$ cat config.mk
export PLATFORM = sky130hd
export DESIGN_NAME = horizontal_box_shrink_u8_core_flat
export DESIGN_NICKNAME = d
export VERILOG_FILES = /design/src/rtl/hbs_pkg.sv /design/src/rtl/hbs_if.sv /design/src/rtl/horizontal_box_shrink_u8_core.sv /design/src/rtl/hbs_front.sv /design/src/rtl/hbs_queue.sv /design/src/rtl/hbs_back.sv /design/src/flat_wrapper.sv
export SDC_FILE = /design/constraint.sdc
export NUM_CORES = 2
export LEC_CHECK = 0
export BUFFER_PORTS_ARGS = -buffer_cell sky130_fd_sc_hd__buf_2
export CELL_PAD_IN_SITES_DETAIL_PLACEMENT = 1
export CELL_PAD_IN_SITES_GLOBAL_PLACEMENT = 1
export CORE_MARGIN = 2
export CORE_UTILIZATION = 56
export DETAILED_ROUTE_END_ITERATION = 10
export PLACE_DENSITY = 0.92
export SETUP_SLACK_MARGIN = 0.5
export SLEW_MARGIN = 40
export SYNTH_ARGS = -nofsm -noshare
export SYNTH_HDL_FRONTEND = slang
export SYNTH_HIERARCHICAL = 1
export SYNTH_SLANG_ARGS = --single-unit
$ cat constraint.sdc
create_clock -name clock -period 11 [get_ports clock]
set_input_delay 0.55 -clock clock [delete_from_list [all_inputs] [get_ports clock]]
set_output_delay 0.55 -clock clock [all_outputs]
set_load 0.02 [all_outputs]
$ cat src/rtl/hbs_pkg.sv
package hbs_pkg;

   localparam int LANES      = 4;
   localparam int MAX_BANDS  = 4;
   localparam int MAX_SHRINK = 256;
   localparam int SAMPLE_W   = 8;
   localparam int SUM_W      = 17;
   localparam int COUNT_W    = 8;
   localparam int SHRINK_W   = 9;
   localparam int BAND_W     = 3;
   localparam int RECIP_W    = 25;
   localparam int PROD_W     = SUM_W + RECIP_W;
   localparam int KEEP_SHIFT = 24;
   localparam int CSR_IDX_W  = 2;
   localparam int CSR_DATA_W = 25;
   localparam int QUEUE_DEPTH = 2;
   localparam int QPTR_W     = $clog2(QUEUE_DEPTH);

   typedef enum logic [CSR_IDX_W-1:0] {
      REG_SHRINK     = 2'd0,
      REG_BAND_COUNT = 2'd1,
      REG_RECIPROCAL = 2'd2
   } reg_index_type;

   typedef logic [LANES-1:0][SAMPLE_W-1:0] samples_type;
   typedef logic [LANES-1:0][SUM_W-1:0]    sums_type;

   typedef struct packed {
      sums_type sums;
      logic     row_end;
   } entry_type;

   typedef struct packed {
      logic [SHRINK_W-1:0] run_len;
      logic [BAND_W-1:0]   lanes;
      logic [RECIP_W-1:0]  reciprocal;
      logic                reload;
      logic [SUM_W-1:0]    reload_start;
   } cfg_type;

   // shrink of zero counts as one, large values clamp
   function automatic logic [SHRINK_W-1:0] norm_shrink(input logic [SHRINK_W-1:0] raw);
      logic [SHRINK_W-1:0] n;
      n = raw;
      if (raw == '0) begin
         n = SHRINK_W'(1);
      end else if (raw > SHRINK_W'(MAX_SHRINK)) begin
         n = SHRINK_W'(MAX_SHRINK);
      end
      return n;
   endfunction

   function automatic logic [BAND_W-1:0] norm_bands(input logic [BAND_W-1:0] raw);
      logic [BAND_W-1:0] n;
      n = raw;
      if (raw > BAND_W'(MAX_BANDS)) begin
         n = BAND_W'(MAX_BANDS);
      end
      return n;
   endfunction

endpackage

$ cat src/rtl/hbs_if.sv
interface hbs_req_if;
   logic                         valid;
   logic                         ready;
   logic [hbs_pkg::SAMPLE_W-1:0] in_band0;
   logic [hbs_pkg::SAMPLE_W-1:0] in_band1;
   logic [hbs_pkg::SAMPLE_W-1:0] in_band2;
   logic [hbs_pkg::SAMPLE_W-1:0] in_band3;
   logic                         last_in_row;

   modport source (output valid, in_band0, in_band1, in_band2, in_band3, last_in_row,
                   input ready);
   modport sink   (input valid, in_band0, in_band1, in_band2, in_band3, last_in_row,
                   output ready);
   modport monitor (input valid, ready, in_band0, in_band1, in_band2, in_band3,
                    last_in_row);
endinterface

interface hbs_rsp_if;
   logic                         valid;
   logic                         ready;
   logic [hbs_pkg::SAMPLE_W-1:0] out_band0;
   logic [hbs_pkg::SAMPLE_W-1:0] out_band1;
   logic [hbs_pkg::SAMPLE_W-1:0] out_band2;
   logic [hbs_pkg::SAMPLE_W-1:0] out_band3;
   logic                         row_end;

   modport source (output valid, out_band0, out_band1, out_band2, out_band3, row_end,
                   input ready);
   modport sink   (input valid, out_band0, out_band1, out_band2, out_band3, row_end,
                   output ready);
   modport monitor (input valid, ready, out_band0, out_band1, out_band2, out_band3,
                    row_end);
endinterface

interface hbs_csr_if;
   logic                           valid;
   logic                           ready;
   logic [hbs_pkg::CSR_IDX_W-1:0]  index;
   logic [hbs_pkg::CSR_DATA_W-1:0] data;

   modport source (output valid, index, data, input ready);
   modport sink   (input valid, index, data, output ready);
   modport monitor (input valid, ready, index, data);
endinterface

$ cat src/rtl/horizontal_box_shrink_u8_core.sv
// After the last pixel of a run is accepted, its sums are written into the queue and then
// into the scaler output register.
// Throughput: one pixel word per cycle unless the queue is full; the per-band add loop bounds it.
// Output stalls are absorbed by a two-entry queue ahead of the scaler register.
// Reset (synchronous, active high): shrink 1, band count 1, reciprocal 2^24,
// sums and run count cleared, queue and output empty. No clearing pass.
module horizontal_box_shrink_u8_core (
   input  logic      clock,
   input  logic      reset,
   hbs_req_if.sink   req_if,
   hbs_rsp_if.source rsp_if,
   hbs_csr_if.sink   csr_if
);

   // configuration registers; shrink and band count stored already normalized
   logic [hbs_pkg::SHRINK_W-1:0] run_len_ff;
   logic [hbs_pkg::BAND_W-1:0]   lanes_ff;
   logic [hbs_pkg::RECIP_W-1:0]  recip_ff;

   logic                         csr_write;
   logic [hbs_pkg::SHRINK_W-1:0] new_len;
   hbs_pkg::cfg_type             cfg;

   // queue handshake between front and back
   logic                         push;
   logic                         pop;
   logic                         queue_full;
   logic                         head_valid;
   hbs_pkg::entry_type           push_entry;
   hbs_pkg::entry_type           head;

   // writes are always taken
   assign csr_if.ready = 1'b1;
   assign csr_write = csr_if.valid && csr_if.ready;
   assign new_len = hbs_pkg::norm_shrink(csr_if.data[hbs_pkg::SHRINK_W-1:0]);

   always_ff @(posedge clock) begin
      if (reset) begin
         run_len_ff <= hbs_pkg::SHRINK_W'(1);
         lanes_ff   <= hbs_pkg::BAND_W'(1);
         recip_ff   <= hbs_pkg::RECIP_W'(1 << hbs_pkg::KEEP_SHIFT);
      end else if (csr_write) begin
         unique case (csr_if.index)
            hbs_pkg::REG_SHRINK: begin
               run_len_ff <= new_len;
            end
            hbs_pkg::REG_BAND_COUNT: begin
               lanes_ff <= hbs_pkg::norm_bands(csr_if.data[hbs_pkg::BAND_W-1:0]);
            end
            hbs_pkg::REG_RECIPROCAL: begin
               recip_ff <= csr_if.data[hbs_pkg::RECIP_W-1:0];
            end
            default: begin
               // index beyond the register list: ignored
            end
         endcase
      end
   end

   // a shrink write restarts the run with the new half-length bias,
   // taken from the write data so it lands on the same edge
   always_comb begin
      cfg.run_len      = run_len_ff;
      cfg.lanes        = lanes_ff;
      cfg.reciprocal   = recip_ff;
      cfg.reload       = csr_write && (csr_if.index == hbs_pkg::REG_SHRINK);
      cfg.reload_start = hbs_pkg::SUM_W'(new_len >> 1);
   end

   hbs_front u_front (
      .clock      (clock),
      .reset      (reset),
      .req_if     (req_if),
      .cfg        (cfg),
      .queue_full (queue_full),
      .push       (push),
      .push_entry (push_entry)
   );

   hbs_queue u_queue (
      .clock      (clock),
      .reset      (reset),
      .push       (push),
      .push_entry (push_entry),
      .pop        (pop),
      .head       (head),
      .head_valid (head_valid),
      .full       (queue_full)
   );

   hbs_back u_back (
      .clock      (clock),
      .reset      (reset),
      .cfg        (cfg),
      .head       (head),
      .head_valid (head_valid),
      .pop        (pop),
      .rsp_if     (rsp_if)
   );

endmodule

$ cat src/rtl/hbs_front.sv
// Accumulates each run of pixels and pushes the finished sums to the queue.
module hbs_front (
   input  logic                clock,
   input  logic                reset,
   hbs_req_if.sink             req_if,
   input  hbs_pkg::cfg_type    cfg,
   input  logic                queue_full,
   output logic                push,
   output hbs_pkg::entry_type  push_entry
);

   hbs_pkg::sums_type              sums_ff, sums_in;
   logic [hbs_pkg::COUNT_W-1:0]    count_ff, count_in;
   hbs_pkg::samples_type           band_w;
   hbs_pkg::sums_type              sum_add;
   logic [hbs_pkg::SUM_W-1:0]      start_w;
   logic                           accept;
   logic                           run_done;

   assign band_w = {req_if.in_band3, req_if.in_band2, req_if.in_band1, req_if.in_band0};
   assign req_if.ready = !queue_full;
   assign accept = req_if.valid && req_if.ready;
   assign start_w = hbs_pkg::SUM_W'(cfg.run_len >> 1);
   // count+1 reaching the run length closes the run
   assign run_done = ({1'b0, count_ff} + hbs_pkg::SHRINK_W'(1)) >= cfg.run_len;

   always_comb begin
      for (int i = 0; i < hbs_pkg::LANES; i++) begin
         sum_add[i] = sums_ff[i] + hbs_pkg::SUM_W'(band_w[i]);
      end
   end

   assign push = accept && run_done;
   assign push_entry.sums = sum_add;
   assign push_entry.row_end = req_if.last_in_row;

   always_comb begin
      sums_in  = sums_ff;
      count_in = count_ff;
      if (cfg.reload) begin
         sums_in  = {hbs_pkg::LANES{cfg.reload_start}};
         count_in = '0;
      end else if (accept) begin
         if (run_done || req_if.last_in_row) begin
            sums_in  = {hbs_pkg::LANES{start_w}};
            count_in = '0;
         end else begin
            sums_in  = sum_add;
            count_in = count_ff + hbs_pkg::COUNT_W'(1);
         end
      end
   end

   always_ff @(posedge clock) begin
      if (reset) begin
         sums_ff  <= '0;
         count_ff <= '0;
      end else begin
         sums_ff  <= sums_in;
         count_ff <= count_in;
      end
   end

endmodule

$ cat src/rtl/hbs_queue.sv
// Small register FIFO between the accumulator and the scaler.
module hbs_queue (
   input  logic                clock,
   input  logic                reset,
   input  logic                push,
   input  hbs_pkg::entry_type  push_entry,
   input  logic                pop,
   output hbs_pkg::entry_type  head,
   output logic                head_valid,
   output logic                full
);

   hbs_pkg::entry_type               entry_ff [hbs_pkg::QUEUE_DEPTH];
   logic [hbs_pkg::QPTR_W-1:0]       wr_ptr_ff, rd_ptr_ff;
   logic [hbs_pkg::QPTR_W:0]         count_ff;

   assign head       = entry_ff[rd_ptr_ff];
   assign head_valid = count_ff != '0;
   assign full       = count_ff == (hbs_pkg::QPTR_W + 1)'(hbs_pkg::QUEUE_DEPTH);

   always_ff @(posedge clock) begin
      if (push) begin
         entry_ff[wr_ptr_ff] <= push_entry;
      end
   end

   always_ff @(posedge clock) begin
      if (reset) begin
         wr_ptr_ff <= '0;
         rd_ptr_ff <= '0;
         count_ff  <= '0;
      end else begin
         if (push) begin
            wr_ptr_ff <= wr_ptr_ff + hbs_pkg::QPTR_W'(1);
         end
         if (pop) begin
            rd_ptr_ff <= rd_ptr_ff + hbs_pkg::QPTR_W'(1);
         end
         if (push && !pop) begin
            count_ff <= count_ff + (hbs_pkg::QPTR_W + 1)'(1);
         end else if (pop && !push) begin
            count_ff <= count_ff - (hbs_pkg::QPTR_W + 1)'(1);
         end
      end
   end

endmodule

$ cat src/rtl/hbs_back.sv
// Scales queued sums by the reciprocal and holds the result word.
module hbs_back (
   input  logic                clock,
   input  logic                reset,
   input  hbs_pkg::cfg_type    cfg,
   input  hbs_pkg::entry_type  head,
   input  logic                head_valid,
   output logic                pop,
   hbs_rsp_if.source           rsp_if
);

   logic [hbs_pkg::PROD_W-1:0]  prod   [hbs_pkg::LANES];
   hbs_pkg::samples_type        scaled;
   hbs_pkg::samples_type        out_ff;
   logic                        row_end_ff;
   logic                        valid_ff;

   assign pop = head_valid && (!valid_ff || rsp_if.ready);

   always_comb begin
      for (int i = 0; i < hbs_pkg::LANES; i++) begin
         prod[i] = hbs_pkg::PROD_W'(head.sums[i]) * hbs_pkg::PROD_W'(cfg.reciprocal);
         // bands at or above the band count read as zero
         if (hbs_pkg::BAND_W'(i) < cfg.lanes) begin
            scaled[i] = prod[i][hbs_pkg::KEEP_SHIFT +: hbs_pkg::SAMPLE_W];
         end else begin
            scaled[i] = '0;
         end
      end
   end

   always_ff @(posedge clock) begin
      if (pop) begin
         out_ff     <= scaled;
         row_end_ff <= head.row_end;
      end
   end

   always_ff @(posedge clock) begin
      if (reset) begin
         valid_ff <= 1'b0;
      end else if (pop) begin
         valid_ff <= 1'b1;
      end else if (rsp_if.ready) begin
         valid_ff <= 1'b0;
      end
   end

   assign rsp_if.valid     = valid_ff;
   assign rsp_if.out_band0 = out_ff[0];
   assign rsp_if.out_band1 = out_ff[1];
   assign rsp_if.out_band2 = out_ff[2];
   assign rsp_if.out_band3 = out_ff[3];
   assign rsp_if.row_end   = row_end_ff;

endmodule

$ cat src/flat_wrapper.sv
// flat-port wrapper written by rule: the top's interface ports become plain ports
module horizontal_box_shrink_u8_core_flat 
  (clock, reset, req_if_valid, req_if_in_band0, req_if_in_band1, req_if_in_band2, req_if_in_band3, req_if_last_in_row, req_if_ready, rsp_if_valid, rsp_if_out_band0, rsp_if_out_band1, rsp_if_out_band2, rsp_if_out_band3, rsp_if_row_end, rsp_if_ready, csr_if_valid, csr_if_index, csr_if_data, csr_if_ready);
  hbs_req_if req_if_i ();
  hbs_rsp_if rsp_if_i ();
  hbs_csr_if csr_if_i ();
  input  logic clock;
  input  logic reset;
  input wire logic [$bits(req_if_i.valid)-1:0] req_if_valid;
  input wire logic [$bits(req_if_i.in_band0)-1:0] req_if_in_band0;
  input wire logic [$bits(req_if_i.in_band1)-1:0] req_if_in_band1;
  input wire logic [$bits(req_if_i.in_band2)-1:0] req_if_in_band2;
  input wire logic [$bits(req_if_i.in_band3)-1:0] req_if_in_band3;
  input wire logic [$bits(req_if_i.last_in_row)-1:0] req_if_last_in_row;
  output wire logic [$bits(req_if_i.ready)-1:0] req_if_ready;
  output wire logic [$bits(rsp_if_i.valid)-1:0] rsp_if_valid;
  output wire logic [$bits(rsp_if_i.out_band0)-1:0] rsp_if_out_band0;
  output wire logic [$bits(rsp_if_i.out_band1)-1:0] rsp_if_out_band1;
  output wire logic [$bits(rsp_if_i.out_band2)-1:0] rsp_if_out_band2;
  output wire logic [$bits(rsp_if_i.out_band3)-1:0] rsp_if_out_band3;
  output wire logic [$bits(rsp_if_i.row_end)-1:0] rsp_if_row_end;
  input wire logic [$bits(rsp_if_i.ready)-1:0] rsp_if_ready;
  input wire logic [$bits(csr_if_i.valid)-1:0] csr_if_valid;
  input wire logic [$bits(csr_if_i.index)-1:0] csr_if_index;
  input wire logic [$bits(csr_if_i.data)-1:0] csr_if_data;
  output wire logic [$bits(csr_if_i.ready)-1:0] csr_if_ready;
  assign req_if_i.valid = req_if_valid;
  assign req_if_i.in_band0 = req_if_in_band0;
  assign req_if_i.in_band1 = req_if_in_band1;
  assign req_if_i.in_band2 = req_if_in_band2;
  assign req_if_i.in_band3 = req_if_in_band3;
  assign req_if_i.last_in_row = req_if_last_in_row;
  assign req_if_ready = req_if_i.ready;
  assign rsp_if_valid = rsp_if_i.valid;
  assign rsp_if_out_band0 = rsp_if_i.out_band0;
  assign rsp_if_out_band1 = rsp_if_i.out_band1;
  assign rsp_if_out_band2 = rsp_if_i.out_band2;
  assign rsp_if_out_band3 = rsp_if_i.out_band3;
  assign rsp_if_row_end = rsp_if_i.row_end;
  assign rsp_if_i.ready = rsp_if_ready;
  assign csr_if_i.valid = csr_if_valid;
  assign csr_if_i.index = csr_if_index;
  assign csr_if_i.data = csr_if_data;
  assign csr_if_ready = csr_if_i.ready;
  horizontal_box_shrink_u8_core u_core (.clock(clock), .reset(reset), .req_if(req_if_i), .rsp_if(rsp_if_i), .csr_if(csr_if_i));
endmodule
======== After elaboration in Yosys (flattened, before gate mapping) ========
Memories as Yosys holds them, arrays and structs flattened. A register that Yosys moved wholly into a read port is not among the register bits.
Index checks and enable logic that the tools add are counted.
operators by class
  order comparisons ....................... 7
  add/sub/neg operators ................... 10
  eq/ne operators ......................... 3
  multiplexer cells ....................... 15
  multipliers ............................. 4
  reductions and logical operators ........ 22
operators by type and width
  kind                   count
  $mul A17 B25 Y32       4
  $mux W59               2
  $add A17 B8 Y17        4
  $mux W68               1
  $mux W9                2
  $add A8 B1 Y9 const B  1
  $ge A9 B9 Y1           1
  $gt A9 B9 Y1 const B   1
  $logic_not A9 Y1       1
  $add A8 B1 Y8 const B  1
  $mux W8                1
  $reduce_bool A2 Y1     4
  $logic_and A1 B1 Y1    6
  $lt A1 B3 Y1 const A   2
  $lt A2 B3 Y1 const A   2
  $mux W1                6
  $reduce_and A2 Y1      3
  $eq A2 B2 Y1 const B   2
  $logic_not A1 Y1       4
  $mux W2                2
  $gt A3 B3 Y1 const B   1
  $mux W3                1
  $add A1 B1 Y1 const B  2
  $add A2 B1 Y2 const B  1
  5 further kinds        6
storage, ports and cells
  output and inout port bits .............. 36
  register bits after elaboration ......... 151
  memories ................................ 1
  RAM bits ................................ 138
  bits of input ports ..................... 65
memory list
  memory                   words  bits a word  read ports  clocked after Yosys merged registers in  write ports  RTL line         source
  u_core.u_queue.entry_ff  2      69           1           1                                        1            hbs_queue.sv:13  hbs_pkg::entry_type entry_ff [hbs_pkg::QUEUE_DEPTH];

======== Longest topological paths before layout ========
  depth in word-level cells ............... 8
  depth in mapped cells ................... 28
  depth with buffers taken out ............ 24

======== Modules after synthesis ========
The synthesis kept the hierarchy.
by module, submodules not included
  module                         times used  area an instance (um^2)  cells an instance
  hbs_back                       1           44740.4                  5159
  hbs_front                      1           5890.6                   736
  hbs_queue                      1           5228.8                   237
  horizontal_box_shrink_u8_core  1           1383.8                   174

======== Least setup slack after synthesis ========
Ideal clock, no wire load.
  kind .................................... reg2reg
  start point ............................. register (tool-made name)
  end point ............................... register u_core.u_back.out_ff, in the netlist u_core/u_back/rsp_if.out_band0[5] (data pin)
  required time ........................... 10.719 ns
  setup time .............................. 0.281 ns
  setup slack ............................. 4.341 ns
  cell stages (with the launch flop) ...... 26
  arrival ................................. 6.378 ns
  path through ............................ dfxtp_1 buf_6 buf_2 mux2_2 clkbuf_1 and2_1 fa_1 inv_1 fa_1 fa_1 inv_1 fa_1 fa_1 inv_1 fa_1 inv_1 ha_1 and4_1 nand3_2 or4_1 o22ai_2 nor4b_2 o31ai_4 a21o_2 xnor2_1 nor2_1
RTL lines
  what                  RTL line        source
  to (signal assigned)  hbs_back.sv:34  out_ff <= scaled;
  to (decl)             hbs_back.sv:14  hbs_pkg::samples_type out_ff;

==> results.txt <==
Ratio of cells with drive above 1 in the final layout -> 0.0567
Clk sinks -> 290
Die Area -> 0.105 mm2
Post-synth design cell area -> 0.0572 mm2
WHS Path Cells -> 3
Cts hold-fix bufs -> 0
Delay of the slowest critical-path stage -> 0.83 ns
CTS Buf Count -> 37
Register area -> 0.00757 mm2
H-tree Lvls -> 2
Post-synth EDFFs -> 171
Resize count post-CTS -> 0
Initial antenna violation count -> 14
# Post-CTS Setup Buffers -> 0
Gpl congestion -> 0.878
Crit-path most repeated cell -> fa_1
# Max-Cap Violations -> 0
WL final -> 225 mm
Wire length of the first global-routing pass -> 338 mm
Setup crit start kind -> register
Io pins -> 101
Rel. slew slack -> 0.396
Worst hold path type -> in2reg
Avg WL per Cell -> 29.7 um
Drc violations -> 0
Syn avg cell area -> 9.08 um2
DRT antenna net count -> 0
Leak -> 28.8 nW
Final nets -> 7775
Setup TNS -> 0 ns
Multi-input logic area -> 0.0428 mm2
Critical path's slowest cell -> dfxtp_4
Setup Skew -> 0.0382 ns
Crit end category -> register
Setup repair after global routing missed its margin -> no
PortBufs -> 99
CP delay by family, top -> adder cells
Critical path arrival -> 9.22 ns
Flops & latches, synth -> 290
Worst-skew pair later-pin latency -> 0.64 ns
Via count -> 48061
Final Hold Fails -> 0
Clock transition at the registers of the reported paths -> 0.07 ns
CP cell instances -> buf_4, mux2_2, nand2_1, fa_1, inv_1, fa_1, fa_1, fa_1, fa_1, inv_1, fa_1, inv_1, ha_1, a21o_1, a21o_1, a211oi_1, o21ai_0, o2111a_1, or3_1, a211oi_1, nor3b_1
Final Slew Violations -> 0
Measured slew at the worst slew-check pin -> 0.905 ns
Yosys warnings -> 6
Number of vias per cell -> 6.34
1st-iter DRT viols -> 5024
WP buf/inv -> 4
Worst VDD drop -> 0.209 mV
Fill count -> 11616
Post-synthesis sequential area ratio -> 0.131
Largest net degree at the start of global routing -> 70
Clock buffer depth -> 3
Critical path depth in cells -> 21
Hold wc startpoint -> csr_if_data[19]
Vias in the first global route -> 56922
Async SR Flop Fraction -> 0
Synth Instances -> 6306
Detailed placer's ending HPWL -> 150 mm
Starting Density -> 0.563
Final Critical Period -> 8.88 ns
Die H -> 324 um
Core area -> 0.102 mm2
Overall Power -> 8.73 mW
Total gr overflow -> 0
Period utilisation layout -> 0.808
Synth-to-layout area growth -> 4.79%
Worst path required time -> 11.33 ns
All-Layer GR Usage -> 0.438
Clock tree from TritonCTS -> done
CP Max Fanout -> 40
Root buffer cell -> clkbuf_16
Pre-antenna DRT Iters -> 8
CP Class -> reg2reg
Max Freq -> 0.113 GHz
# setup viols final -> 0
Netlist cell types -> 94
Cell area power density -> 146 mW/mm2
Top FF cell, synth -> edfxtp_1
Status -> completed
Die Width -> 324 um
Reg2reg path depth -> 21
Rows -> 117
## placed cells by master (no fill, tap or decap), types with 13 or more instances in the layout
master and n:
a211oi_1 33, a21o_1 28, a21oi_1 137, and2_1 554, and3_1 26, buf_2 98, buf_4 44, clkbuf_16 38
conb_1 24, dfxtp_1 95, dfxtp_2 14, diode_2 13, edfxtp_1 171, fa_1 1200, ha_1 335, inv_1 1526
mux2_2 59, nand2_1 1111, nand3_1 47, nor2_1 86, nor2b_1 18, nor3_1 30, o21a_1 17, o21ai_0 49
o31ai_1 15, or3_1 14, xnor2_1 121, xor2_1 46
## flip-flops by register name, indices dropped and copies added, names as in the netlist, 3 cells and up, named ones only
signal                          flops
u_core/u_back/rsp_if.out_band2      8
u_core/run_len_ff                   9
u_core/u_queue/entry_ff           138
u_core/lanes_ff                     3
u_core/u_front/sums_ff             68
u_core/recip_ff                    25
u_core/u_back/rsp_if.out_band3      8
u_core/u_back/rsp_if.out_band1      8
u_core/u_back/rsp_if.out_band0      8
u_core/u_front/count_ff             8
## power breakdown
part	internal, mW	switching (mW)
clock	0.683	0.623
sequential	1.41	0.169
combinational	1.87	3.98
total	3.96	4.77
## cell families after synthesis
logic type | after synthesis | share of synthesized area
simple gates | 1969 | 0.163
buf+inv | 1866 | 0.123
fa+ha+maj | 1535 | 0.493
compound gates | 400 | 0.0481
flops | 290 | 0.131
xor+xnor | 173 | 0.0265
mux | 71 | 0.0146
other cells | 2 | 0.000131
## worst reg2reg max path, stage by stage, from the launching register on
cell	delay, ns
dfxtp_4	0.83
buf_4	0.57
mux2_2	0.74
nand2_1	0.20
fa_1	0.57
inv_1	0.07
fa_1	0.57
fa_1	0.61
fa_1	0.67
fa_1	0.57
inv_1	0.09
fa_1	0.50
inv_1	0.05
ha_1	0.30
a21o_1	0.18
a21o_1	0.18
a211oi_1	0.59
o21ai_0	0.16
o2111a_1	0.35
or3_1	0.44
a211oi_1	0.28
nor3b_1	0.08
## area by class of cell
cell class	count	area share
Antenna cell	13	0.000542
Clock buffer	44	0.0164
Clock inverter	24	0.00396
Inverter	1527	0.0955
Multi-Input combinational cell	4172	0.714
Sequential cell	290	0.126
Tap cell	1368	0.0285
Timing Repair Buffer	147	0.0148
## metrics by stage
| step | std cells | hold WS, ns | setup slack [ns] | utilization | cell area, um2 |
|---|---|---|---|---|---|
| 2_1_floorplan | 6328 | 0.435 | 4.34 | - | 57300 |
| 3_3_place_gp | 7501 | 0.443 | 3.16 | 0.577 | 58600 |
| 3_5_place_dp | 7502 | 0.447 | 2.64 | 0.577 | 58600 |
| 4_1_cts | 7570 | 0.161 | 2.45 | 0.589 | 59900 |
| 5_1_grt | 7579 | 0.175 | 2.06 | 0.590 | 60000 |
| 6_report | 7585 | 0.171 | 2.12 | 0.590 | 60000 |
## final timing paths
| check | slack, ns | end |
|---|---|---|
| max reg2reg | 2.12 | u_core/u_back/rsp_if.out_band1[7]$_SDFFCE_PP0P_ |
| min reg2reg | 0.46 | u_core/recip_ff[22]$_SDFFE_PP0P_ |
| min | 0.17 | u_core/recip_ff[19]$_SDFFE_PP0P_ |
| max | 2.12 | u_core/u_back/rsp_if.out_band1[7]$_SDFFCE_PP0P_ |
## cell usage after synthesis, drive strengths merged, types with 4 or more instances
| cell | count | area [um2] |
|---|---|---|
| edfxtp | 171 | 5130 |
| nand3 | 48 | 245 |
| a21oi | 139 | 703 |
| nor3b | 6 | 50.1 |
| a21boi | 6 | 45.0 |
| nor2b | 19 | 119 |
| a21o | 29 | 219 |
| o21bai | 4 | 30.0 |
| nand2 | 1111 | 4170 |
| xnor2 | 126 | 1100 |
| a31oi | 10 | 62.6 |
| nor4 | 9 | 62.6 |
| and2 | 556 | 3480 |
| o2111ai | 11 | 96.3 |
| nor3 | 37 | 216 |
| nor2 | 88 | 335 |
| a211o | 10 | 87.6 |
| or3 | 15 | 98.8 |
| dfxtp | 119 | 2380 |
| a2111oi | 7 | 130 |
| o21a | 18 | 136 |
| a221oi | 10 | 93.8 |
| fa | 1200 | 24000 |
| o31ai | 18 | 159 |
| nand2b | 9 | 56.3 |
| o2111a | 6 | 67.6 |
| and3b | 5 | 43.8 |
| a211oi | 34 | 260 |
| ha | 335 | 4190 |
| buf | 28 | 164 |
| xor2 | 47 | 412 |
| mux2 | 69 | 815 |
| o21ai | 55 | 275 |
| nand4 | 13 | 87.6 |
| inv | 1526 | 5730 |
| clkbuf | 311 | 1170 |
| or2 | 8 | 50.1 |
| o31a | 8 | 70.1 |
| o211ai | 8 | 60.1 |
| and3 | 26 | 163 |
| a2bb2oi | 5 | 43.8 |
| nand3b | 8 | 60.1 |
## per-layer routing
| metal | global-route usage | routed length, um | vias up |
|---|---|---|---|
| met5 | 0.0278 | 425 | - |
| met4 | 0.388 | 24400 | 6 |
| met3 | 0.142 | 24600 | 1761 |
| met2 | 0.713 | 106000 | 3864 |
| met1 | 0.453 | 69900 | 24161 |
| li1 | - | - | 18269 |
(Power assumes the default switching activity.)
